File: src/rank_sequence_store_unit_macros.svh
// Assertion helpers for the rank sequence store.
// Each one samples on clock and is off while reset is high.
`ifndef RANK_SEQUENCE_STORE_UNIT_MACROS_SVH
`define RANK_SEQUENCE_STORE_UNIT_MACROS_SVH

// Consequent holds in the same cycle as the antecedent.
`define RSS_ASSERT_SAME(label, ante, cons) \
   label: assert property (@(posedge clock) disable iff (reset) (ante) |-> (cons)) \
      else $error("assertion failed: label");

// Consequent holds in the cycle after the antecedent.
`define RSS_ASSERT_NEXT(label, ante, cons) \
   label: assert property (@(posedge clock) disable iff (reset) (ante) |=> (cons)) \
      else $error("assertion failed: label");

`endif

File: src/rss_pkg.sv
package rss_pkg;

   localparam int CAPACITY = 16;
   localparam int ELEM_W   = 32;
   localparam int HANDLE_W = $clog2(CAPACITY);
   localparam int LINK_W   = $clog2(CAPACITY + 1);

   typedef enum logic [1:0] {
      OP_INSERT = 2'd0,
      OP_READ   = 2'd1,
      OP_RANK   = 2'd2
   } op_type;

   typedef enum logic [1:0] {
      STAT_OK        = 2'd0,
      STAT_BAD_RANK  = 2'd1,
      STAT_NOT_FOUND = 2'd2,
      STAT_FULL      = 2'd3
   } status_type;

endpackage

File: src/rank_sequence_store_unit.sv
// Rank sequence store: an ordered list of up to 16 elements kept as linked
// nodes in two small memories (element per handle, successor per handle).
// Handles are handed out in order 0, 1, 2 ... since nodes are never removed.
//
// Request channel: a beat is taken at the rising edge where start is high
// and busy is low; req_operation picks insert at rank, read at rank or rank
// of handle. Result channel: rsp_valid strobes for one cycle with the result
// beat; the receiver cannot hold it off, so the block never stalls on output.
// Rejected requests, unused codes and inserts at rank 0 are answered
// straight from the idle state. An insert at rank r > 0 walks to rank
// r - 1, then links the new node in (S_SPLICE, then S_LINK); a read at
// rank r walks to rank r and answers from S_READ. Rank of handle walks
// from the head until the handle is met or all count nodes are passed.
// The walk follows one link per cycle through the registered read port of
// the link memory; busy is high for the whole walk and drops in the result
// cycle, where the next beat may already be taken: beats do not overlap.
// Reset empties the list (head at end marker, count zero); memory contents
// are left as they are and are only read once written.
module rank_sequence_store_unit (
   input  logic                         clock,
   input  logic                         reset,
   input  logic                         start,
   output logic                         busy,
   input  logic [1:0]                   req_operation,
   input  logic [rss_pkg::LINK_W-1:0]   req_rank,
   input  logic [rss_pkg::ELEM_W-1:0]   req_element_in,
   input  logic [rss_pkg::HANDLE_W-1:0] req_handle_in,
   output logic                         rsp_valid,
   output logic [1:0]                   rsp_status,
   output logic [rss_pkg::HANDLE_W-1:0] rsp_handle_out,
   output logic [rss_pkg::ELEM_W-1:0]   rsp_element_out,
   output logic [rss_pkg::HANDLE_W-1:0] rsp_rank_out,
   output logic [rss_pkg::LINK_W-1:0]   rsp_count_out
);

   `include "rank_sequence_store_unit_macros.svh"

   typedef enum logic [2:0] {
      S_IDLE,
      S_WALK,
      S_READ,
      S_SPLICE,
      S_LINK
   } state_type;

   // sequencer and list state
   state_type                      state_ff, state_in;
   rss_pkg::op_type                op_ff, op_in;
   logic [rss_pkg::LINK_W-1:0]     target_ff, target_in;
   logic [rss_pkg::LINK_W-1:0]     idx_ff, idx_in;
   logic                           first_ff, first_in;
   logic [rss_pkg::HANDLE_W-1:0]   handle_ff, handle_in;
   logic [rss_pkg::HANDLE_W-1:0]   prev_ff, prev_in;
   logic [rss_pkg::ELEM_W-1:0]     elem_ff, elem_in;
   logic [rss_pkg::LINK_W-1:0]     head_ff, head_in;
   logic [rss_pkg::LINK_W-1:0]     count_ff, count_in;

   // registered result beat
   logic                           rsp_valid_ff, rsp_valid_in;
   rss_pkg::status_type            rsp_status_ff, rsp_status_in;
   logic [rss_pkg::HANDLE_W-1:0]   rsp_handle_ff, rsp_handle_in;
   logic [rss_pkg::ELEM_W-1:0]     rsp_elem_ff, rsp_elem_in;
   logic [rss_pkg::HANDLE_W-1:0]   rsp_rank_ff, rsp_rank_in;
   logic [rss_pkg::LINK_W-1:0]     rsp_count_ff, rsp_count_in;

   // memories with registered read data
   logic [rss_pkg::LINK_W-1:0]     link_mem_ff [rss_pkg::CAPACITY];
   logic [rss_pkg::ELEM_W-1:0]     elem_mem_ff [rss_pkg::CAPACITY];
   logic [rss_pkg::LINK_W-1:0]     link_q_ff;
   logic [rss_pkg::ELEM_W-1:0]     elem_q_ff;

   logic                           link_we;
   logic [rss_pkg::HANDLE_W-1:0]   link_waddr;
   logic [rss_pkg::LINK_W-1:0]     link_wdata;
   logic                           elem_we;
   logic [rss_pkg::HANDLE_W-1:0]   elem_waddr;
   logic [rss_pkg::HANDLE_W-1:0]   rd_addr;

   logic [rss_pkg::LINK_W-1:0]     node;
   logic [rss_pkg::HANDLE_W-1:0]   new_handle;
   logic                           accept;

   assign accept     = start && (state_ff == S_IDLE);
   assign new_handle = count_ff[rss_pkg::HANDLE_W-1:0];

   // Current node of the walk: the head on the first step, else the link
   // just read back.
   assign node    = first_ff ? head_ff : link_q_ff;
   assign rd_addr = node[rss_pkg::HANDLE_W-1:0];

   always_comb begin
      state_in      = state_ff;
      op_in         = op_ff;
      target_in     = target_ff;
      idx_in        = idx_ff;
      first_in      = first_ff;
      handle_in     = handle_ff;
      prev_in       = prev_ff;
      elem_in       = elem_ff;
      head_in       = head_ff;
      count_in      = count_ff;
      rsp_valid_in  = 1'b0;
      rsp_status_in = rsp_status_ff;
      rsp_handle_in = rsp_handle_ff;
      rsp_elem_in   = rsp_elem_ff;
      rsp_rank_in   = rsp_rank_ff;
      rsp_count_in  = rsp_count_ff;
      link_we       = 1'b0;
      link_waddr    = new_handle;
      link_wdata    = head_ff;
      elem_we       = 1'b0;
      elem_waddr    = new_handle;

      case (state_ff)
         S_IDLE: begin
            if (accept) begin
               // prepare a rejection beat; successful paths overwrite it
               rsp_status_in = rss_pkg::STAT_BAD_RANK;
               rsp_handle_in = '0;
               rsp_elem_in   = '0;
               rsp_rank_in   = '0;
               rsp_count_in  = count_ff;
               op_in         = rss_pkg::op_type'(req_operation);
               idx_in        = '0;
               first_in      = 1'b1;
               handle_in     = req_handle_in;
               elem_in       = req_element_in;
               case (rss_pkg::op_type'(req_operation))
                  rss_pkg::OP_INSERT: begin
                     if (req_rank > count_ff) begin
                        rsp_valid_in = 1'b1;
                     end else if (count_ff == rss_pkg::LINK_W'(rss_pkg::CAPACITY)) begin
                        rsp_valid_in  = 1'b1;
                        rsp_status_in = rss_pkg::STAT_FULL;
                     end else begin
                        elem_we = 1'b1;
                        if (req_rank == '0) begin
                           // new head: splice in at once
                           link_we       = 1'b1;
                           head_in       = count_ff;
                           count_in      = count_ff + 1'b1;
                           rsp_valid_in  = 1'b1;
                           rsp_status_in = rss_pkg::STAT_OK;
                           rsp_handle_in = new_handle;
                           rsp_elem_in   = req_element_in;
                           rsp_count_in  = count_ff + 1'b1;
                        end else begin
                           // walk to the predecessor
                           target_in = req_rank - 1'b1;
                           state_in  = S_WALK;
                        end
                     end
                  end
                  rss_pkg::OP_READ: begin
                     if (req_rank >= count_ff) begin
                        rsp_valid_in = 1'b1;
                     end else begin
                        target_in = req_rank;
                        state_in  = S_WALK;
                     end
                  end
                  rss_pkg::OP_RANK: begin
                     state_in = S_WALK;
                  end
                  default: begin
                     rsp_valid_in = 1'b1;
                  end
               endcase
            end
         end

         S_WALK: begin
            if (op_ff == rss_pkg::OP_RANK) begin
               if (idx_ff == count_ff) begin
                  rsp_valid_in  = 1'b1;
                  rsp_status_in = rss_pkg::STAT_NOT_FOUND;
                  state_in      = S_IDLE;
               end else if (rd_addr == handle_ff) begin
                  rsp_valid_in  = 1'b1;
                  rsp_status_in = rss_pkg::STAT_OK;
                  rsp_rank_in   = idx_ff[rss_pkg::HANDLE_W-1:0];
                  state_in      = S_IDLE;
               end else begin
                  idx_in   = idx_ff + 1'b1;
                  first_in = 1'b0;
               end
            end else if (idx_ff == target_ff) begin
               // target node reached; its element or successor is read now
               prev_in  = rd_addr;
               state_in = (op_ff == rss_pkg::OP_READ) ? S_READ : S_SPLICE;
            end else begin
               idx_in   = idx_ff + 1'b1;
               first_in = 1'b0;
            end
         end

         S_READ: begin
            rsp_valid_in  = 1'b1;
            rsp_status_in = rss_pkg::STAT_OK;
            rsp_handle_in = prev_ff;
            rsp_elem_in   = elem_q_ff;
            state_in      = S_IDLE;
         end

         S_SPLICE: begin
            // new node takes over the predecessor's successor
            link_we    = 1'b1;
            link_wdata = link_q_ff;
            state_in   = S_LINK;
         end

         S_LINK: begin
            // predecessor now points at the new node
            link_we       = 1'b1;
            link_waddr    = prev_ff;
            link_wdata    = count_ff;
            count_in      = count_ff + 1'b1;
            rsp_valid_in  = 1'b1;
            rsp_status_in = rss_pkg::STAT_OK;
            rsp_handle_in = new_handle;
            rsp_elem_in   = elem_ff;
            rsp_count_in  = count_ff + 1'b1;
            state_in      = S_IDLE;
         end

         default: begin
            state_in = S_IDLE;
         end
      endcase
   end

   always_ff @(posedge clock) begin
      if (reset) begin
         state_ff     <= S_IDLE;
         head_ff      <= rss_pkg::LINK_W'(rss_pkg::CAPACITY);
         count_ff     <= '0;
         rsp_valid_ff <= 1'b0;
         first_ff     <= 1'b1;
      end else begin
         state_ff     <= state_in;
         head_ff      <= head_in;
         count_ff     <= count_in;
         rsp_valid_ff <= rsp_valid_in;
         first_ff     <= first_in;
      end
      op_ff         <= op_in;
      target_ff     <= target_in;
      idx_ff        <= idx_in;
      handle_ff     <= handle_in;
      prev_ff       <= prev_in;
      elem_ff       <= elem_in;
      rsp_status_ff <= rsp_status_in;
      rsp_handle_ff <= rsp_handle_in;
      rsp_elem_ff   <= rsp_elem_in;
      rsp_rank_ff   <= rsp_rank_in;
      rsp_count_ff  <= rsp_count_in;
   end

   always_ff @(posedge clock) begin
      if (link_we) begin
         link_mem_ff[link_waddr] <= link_wdata;
      end
      link_q_ff <= link_mem_ff[rd_addr];
   end

   always_ff @(posedge clock) begin
      if (elem_we) begin
         elem_mem_ff[elem_waddr] <= req_element_in;
      end
      elem_q_ff <= elem_mem_ff[rd_addr];
   end

   assign busy            = (state_ff != S_IDLE);
   assign rsp_valid       = rsp_valid_ff;
   assign rsp_status      = rsp_status_ff;
   assign rsp_handle_out  = rsp_handle_ff;
   assign rsp_element_out = rsp_elem_ff;
   assign rsp_rank_out    = rsp_rank_ff;
   assign rsp_count_out   = rsp_count_ff;

   // every accepted beat either answers next cycle or starts a walk
   `RSS_ASSERT_NEXT(a_accept_acts, start && !busy, busy || rsp_valid)
   // results are only shown once the sequencer is back at rest
   `RSS_ASSERT_SAME(a_rsp_when_idle, rsp_valid, !busy)
   // the list only grows together with a reported insert
   `RSS_ASSERT_SAME(a_count_reported, !$past(reset) && !$stable(count_ff),
      rsp_valid && rsp_count_out == count_ff)

endmodule
File: config.mk
export PLATFORM = sky130hd
export DESIGN_NAME = rank_sequence_store_unit
export DESIGN_NICKNAME = d
export VERILOG_FILES = /design/src/rss_pkg.sv /design/src/rank_sequence_store_unit.sv
export VERILOG_INCLUDE_DIRS = /design/src /design/src/src
export SDC_FILE = /design/constraint.sdc
export NUM_CORES = 1
export LEC_CHECK = 0
export ABC_AREA = 1
export BUFFER_PORTS_ARGS = -buffer_cell sky130_fd_sc_hd__buf_2
export CAP_MARGIN = 10
export CELL_PAD_IN_SITES_DETAIL_PLACEMENT = 1
export CELL_PAD_IN_SITES_GLOBAL_PLACEMENT = 1
export CORE_MARGIN = 1
export CORE_UTILIZATION = 50
export CTS_BUF_LIST = sky130_fd_sc_hd__clkbuf_2
export DETAILED_ROUTE_END_ITERATION = 16
export GPL_ROUTABILITY_DRIVEN = 0
export PLACE_DENSITY_LB_ADDON = 0.1
export SLEW_MARGIN = 20
export SYNTH_ARGS = -nofsm -noshare
export SYNTH_HDL_FRONTEND = slang
export SYNTH_SLANG_ARGS = --single-unit
File: constraint.sdc
create_clock -name clock -period 6.4 [get_ports clock]
set_clock_uncertainty 0.05 [all_clocks]
set_input_delay 1.28 -clock clock [delete_from_list [all_inputs] [get_ports clock]]
set_output_delay 1.28 -clock clock [all_outputs]
set_load 0.05 [all_outputs]
==> results by group <==
Routing
  – First DRT Iteration DRCs: 1,698
  – DRC: 0
  – Uppermost layer routed: met4
  – Antenna violation net count after detailed routing: 0
  – Wl on met1: 36.37 mm
  – Vias/cell: 5.750
  – Metal3 WL: 5.213 mm
  – Via count: 19,770
  – Post-detailed-route wirelength per cell: 24.23 um
  – Met2 WL post-DR: 40.14 mm
  – Drt pass-1 iters: 5
  – Post-Route WL: 83.33 mm

Timing
  – Crit path time final: 3.888 ns
  – Actual slew at the worst max-slew pin: 1.143 ns
  – Hold WS: 0.1433 ns
  – Final Max Slew Viols: 0
  – Final period util: 0.6075
  – RSZ-0062 raised after global routing: no
  – Setup-failing EPs final: 0
  – FMAX: 257.2 MHz
  – Setup TNS: 0 ns
  – Worst rel slew slack: 0.2383
  – Final Hold Fails: 0
  – PnR worst setup slack: 2.512 ns

Clock tree
  – Clock Latency Late Sink: 1.44 ns
  – Post-CTS Resized: 0
  – Clock Path Buffers: 3
  – CTS buffer count: 183
  – Clock sink count: 725
  – Root Buffer: clkbuf_2
  – Reg clk slew, reported paths: 0.10 ns
  – CTS tree: done
  – H-tree Lvls: 4
  – Hold_buf cts: 6
  – Setup Fix Bufs, Post-CTS: 0

Placed design
  – Pre-CTS setup slack: 1.721 ns
  – Placed cell count: 3,084
  – Area post-placement: 30,570 um^2
  – Port bufs: 94
  – Post-DP HPWL: 49.71 mm

Worst setup path
  – Critical path launch point type: flip-flop
  – Critical Path, Cell by Cell: inv_1, ha_1, nand2_1, nor2_1, nand2_1, nand2_1, nand2_1, nor2_1, nand2_1, nor2_4, buf_16
  – CP max FO: 19
  – WS Path Type: flip-flop to flip-flop
  – CP most frequent cell: nand2_1
  – Crit path DAT: 4.93 ns
  – Worst path top cell family by delay: simple AND/OR/NAND/NOR gates
  – Crit end category: flip-flop
  – Max incr delay on CP: 0.63 ns
  – CP Data Required Time: 7.44 ns
  – Slowest CP cell: nor2_4
  – Register-to-Register Path Depth: 11
  – Buf/Inv on CP: 2
  – Internal reg-to-reg setup slack: 2.51 ns
  – Worst flop-to-flop path endpoint: elem_mem_ff[6][20]
  – Worst reg2reg startpoint: count_ff[1]

Logic synthesis
  – Distinct cells, synth: 31
  – Yosys Warn Count: 0
  – Syn_area_per_cell: 12.52 um^2
  – Synth Cell Area: 29,280 um^2
  – Number of synthesized register bits: 725
  – Cells after Synth: 2,339
  – Yosys top cell by area: edfxtp_1
  – Post-synth net total: 2,399
  – Sequential share of the synthesized area: 0.7264
  – Largest cells by area after synthesis: edfxtp_1, a21oi_1, o21ai_0
  – Post-synth top area share: 0.6922

Worst hold path
  – Hold Path Sink: state_ff[2]
  – Hold depth: 2
  – Hold WC Path Type: input port to flip-flop
  – Hold Startpoint: reset

Layout
  – Most frequent cells in the layout: edfxtp_1, a21oi_1, o21ai_0
  – Fin nets: 2,577
  – Share of cells above drive strength 1: 0.1760
  – P&R area growth vs syn: 10.87%
  – Most common cell after layout, fill and taps aside: edfxtp_1
  – Non-Filler Instances: 3,439
  – Fin area: 32,470 um^2

Floorplan
  – Die Span Y: 244.0 um
  – Die ar.: 59,540 um^2
  – FP Rows: 88
  – Num ports: 95
  – Die width: 244.0 um
  – Initial core utilization: 0.5066
  – Core area: 57,810 um^2

Pwr
  – Max VDD drop: 0.1809 mV
  – Leak: 11.67 nW
  – Power Dens Cells: 294.0 nW/um^2

Global route
  – Initial antenna violation count: 2
  – Total grt overflow: 0
  – Largest net degree at the start of global routing: 150
  – Number of global-route vias before repair: 20,620
  – First-pass GRT wire length: 125.2 mm
  – Total GRT Usage: 0.2821

Outcome
  – Outcome: completed

Run
  – Max Cap Violations: 0
metal layers:
metal / up-vias / global-route usage
met2: 649 / 0.4498
met1: 9976 / 0.3923
met5: - / 0
met3: 117 / 0.04928
met4: 0 / 0.09779
li1: 9031 / -
cell usage after synthesis:
cell type	number
dfxtp_1	50
nor3_1	3
nand3b_1	4
inv_1	198
nand4_1	6
nand3_2	1
nor2_1	74
nand3_1	112
xnor2_1	3
buf_4	8
buf_1	7
o21ai_1	46
nand2_4	4
buf_6	8
nand2_1	230
a31oi_1	1
nand2_2	2
nor2_2	3
nor4_1	1
a21oi_1	303
inv_2	7
xor2_1	14
edfxtp_1	675
buf_2	39
clkbuf_1	85
o21ai_0	286
o211ai_1	148
nor2_4	2
o21bai_1	2
ha_1	14
or2_2	3
worst reg2reg max path: cells and delay by family (launching register included):
| kind | cells | cell delay (ns) |
|---|---|---|
| DFF | 1 | 0.60 |
| adders and majority gates | 1 | 0.33 |
| and+or+nand+nor | 8 | 2.14 |
| buffers and inverters | 2 | 0.49 |
power breakdown:
group          internal [W]  leakage, nW  switching (W)
logic              0.000244         3.71       0.000813
clock network       0.00119         1.28        0.00191
registers           0.00532         6.68      0.0000673
total               0.00675         11.7        0.00279
layout make-up:
type / instances / area [um^2]
repair buffers: 140 / 1101
multi-input cells: 1262 / 6709
clock inverters: 57 / 254.0
fillers: 6037 / 25340
clock buffers: 276 / 1381
inverters: 205 / 770.7
well taps: 765 / 957.2
flip-flops and latches: 725 / 21270
diodes: 9 / 22.52
logic make-up after synthesis:
logic type,share of synthesized area
buffers and inverters,0.04986
AOI/OAI and AO/OA,0.1472
DFF,0.7264
adders and majority gates,0.005982
xor gates and xnor gates,0.005085
and+or+nand+nor,0.06550
through the flow:
step / utilization / total power (W)
2_1_floorplan: - / 0.006128
3_3_place_gp: 0.5256 / 0.006520
3_5_place_dp: 0.5289 / 0.006549
4_1_cts: 0.5582 / 0.009624
5_1_grt: 0.5616 / 0.009962
6_report: 0.5616 / 0.009547
sequential cells by signal (all words and copies together), names as in the netlist, 5 cells and up:
| signal | count |
|---|---|
| elem_mem_ff | 512 |
| link_mem_ff | 64 |
| elem_ff | 32 |
| elem_q_ff | 32 |
| rsp_element_out | 32 |
| count_ff | 5 |
| idx_ff | 5 |
| rsp_count_out | 5 |
| target_ff | 5 |
worst max path at each step:
| stage | startpoint | end | slack (ns) | depth (start not counted) |
|---|---|---|---|---|
| 5_1_grt | count_ff[1] | elem_mem_ff[6][20] | 2.32 | 11 |
| 3_5_place_dp | req_rank[4] | elem_mem_ff[0][31] | 1.72 | 10 |
| 3_3_place_gp | req_rank[4] | elem_mem_ff[14][13] | 1.70 | 11 |
| 4_1_cts | count_ff[1] | elem_mem_ff[0][11] | 2.30 | 10 |
| 2_1_floorplan | start | elem_mem_ff[15][0] | 0.78 | 4 |
| 6_report | count_ff[1] | elem_mem_ff[6][20] | 2.51 | 11 |
(Power assumes the default switching activity.)
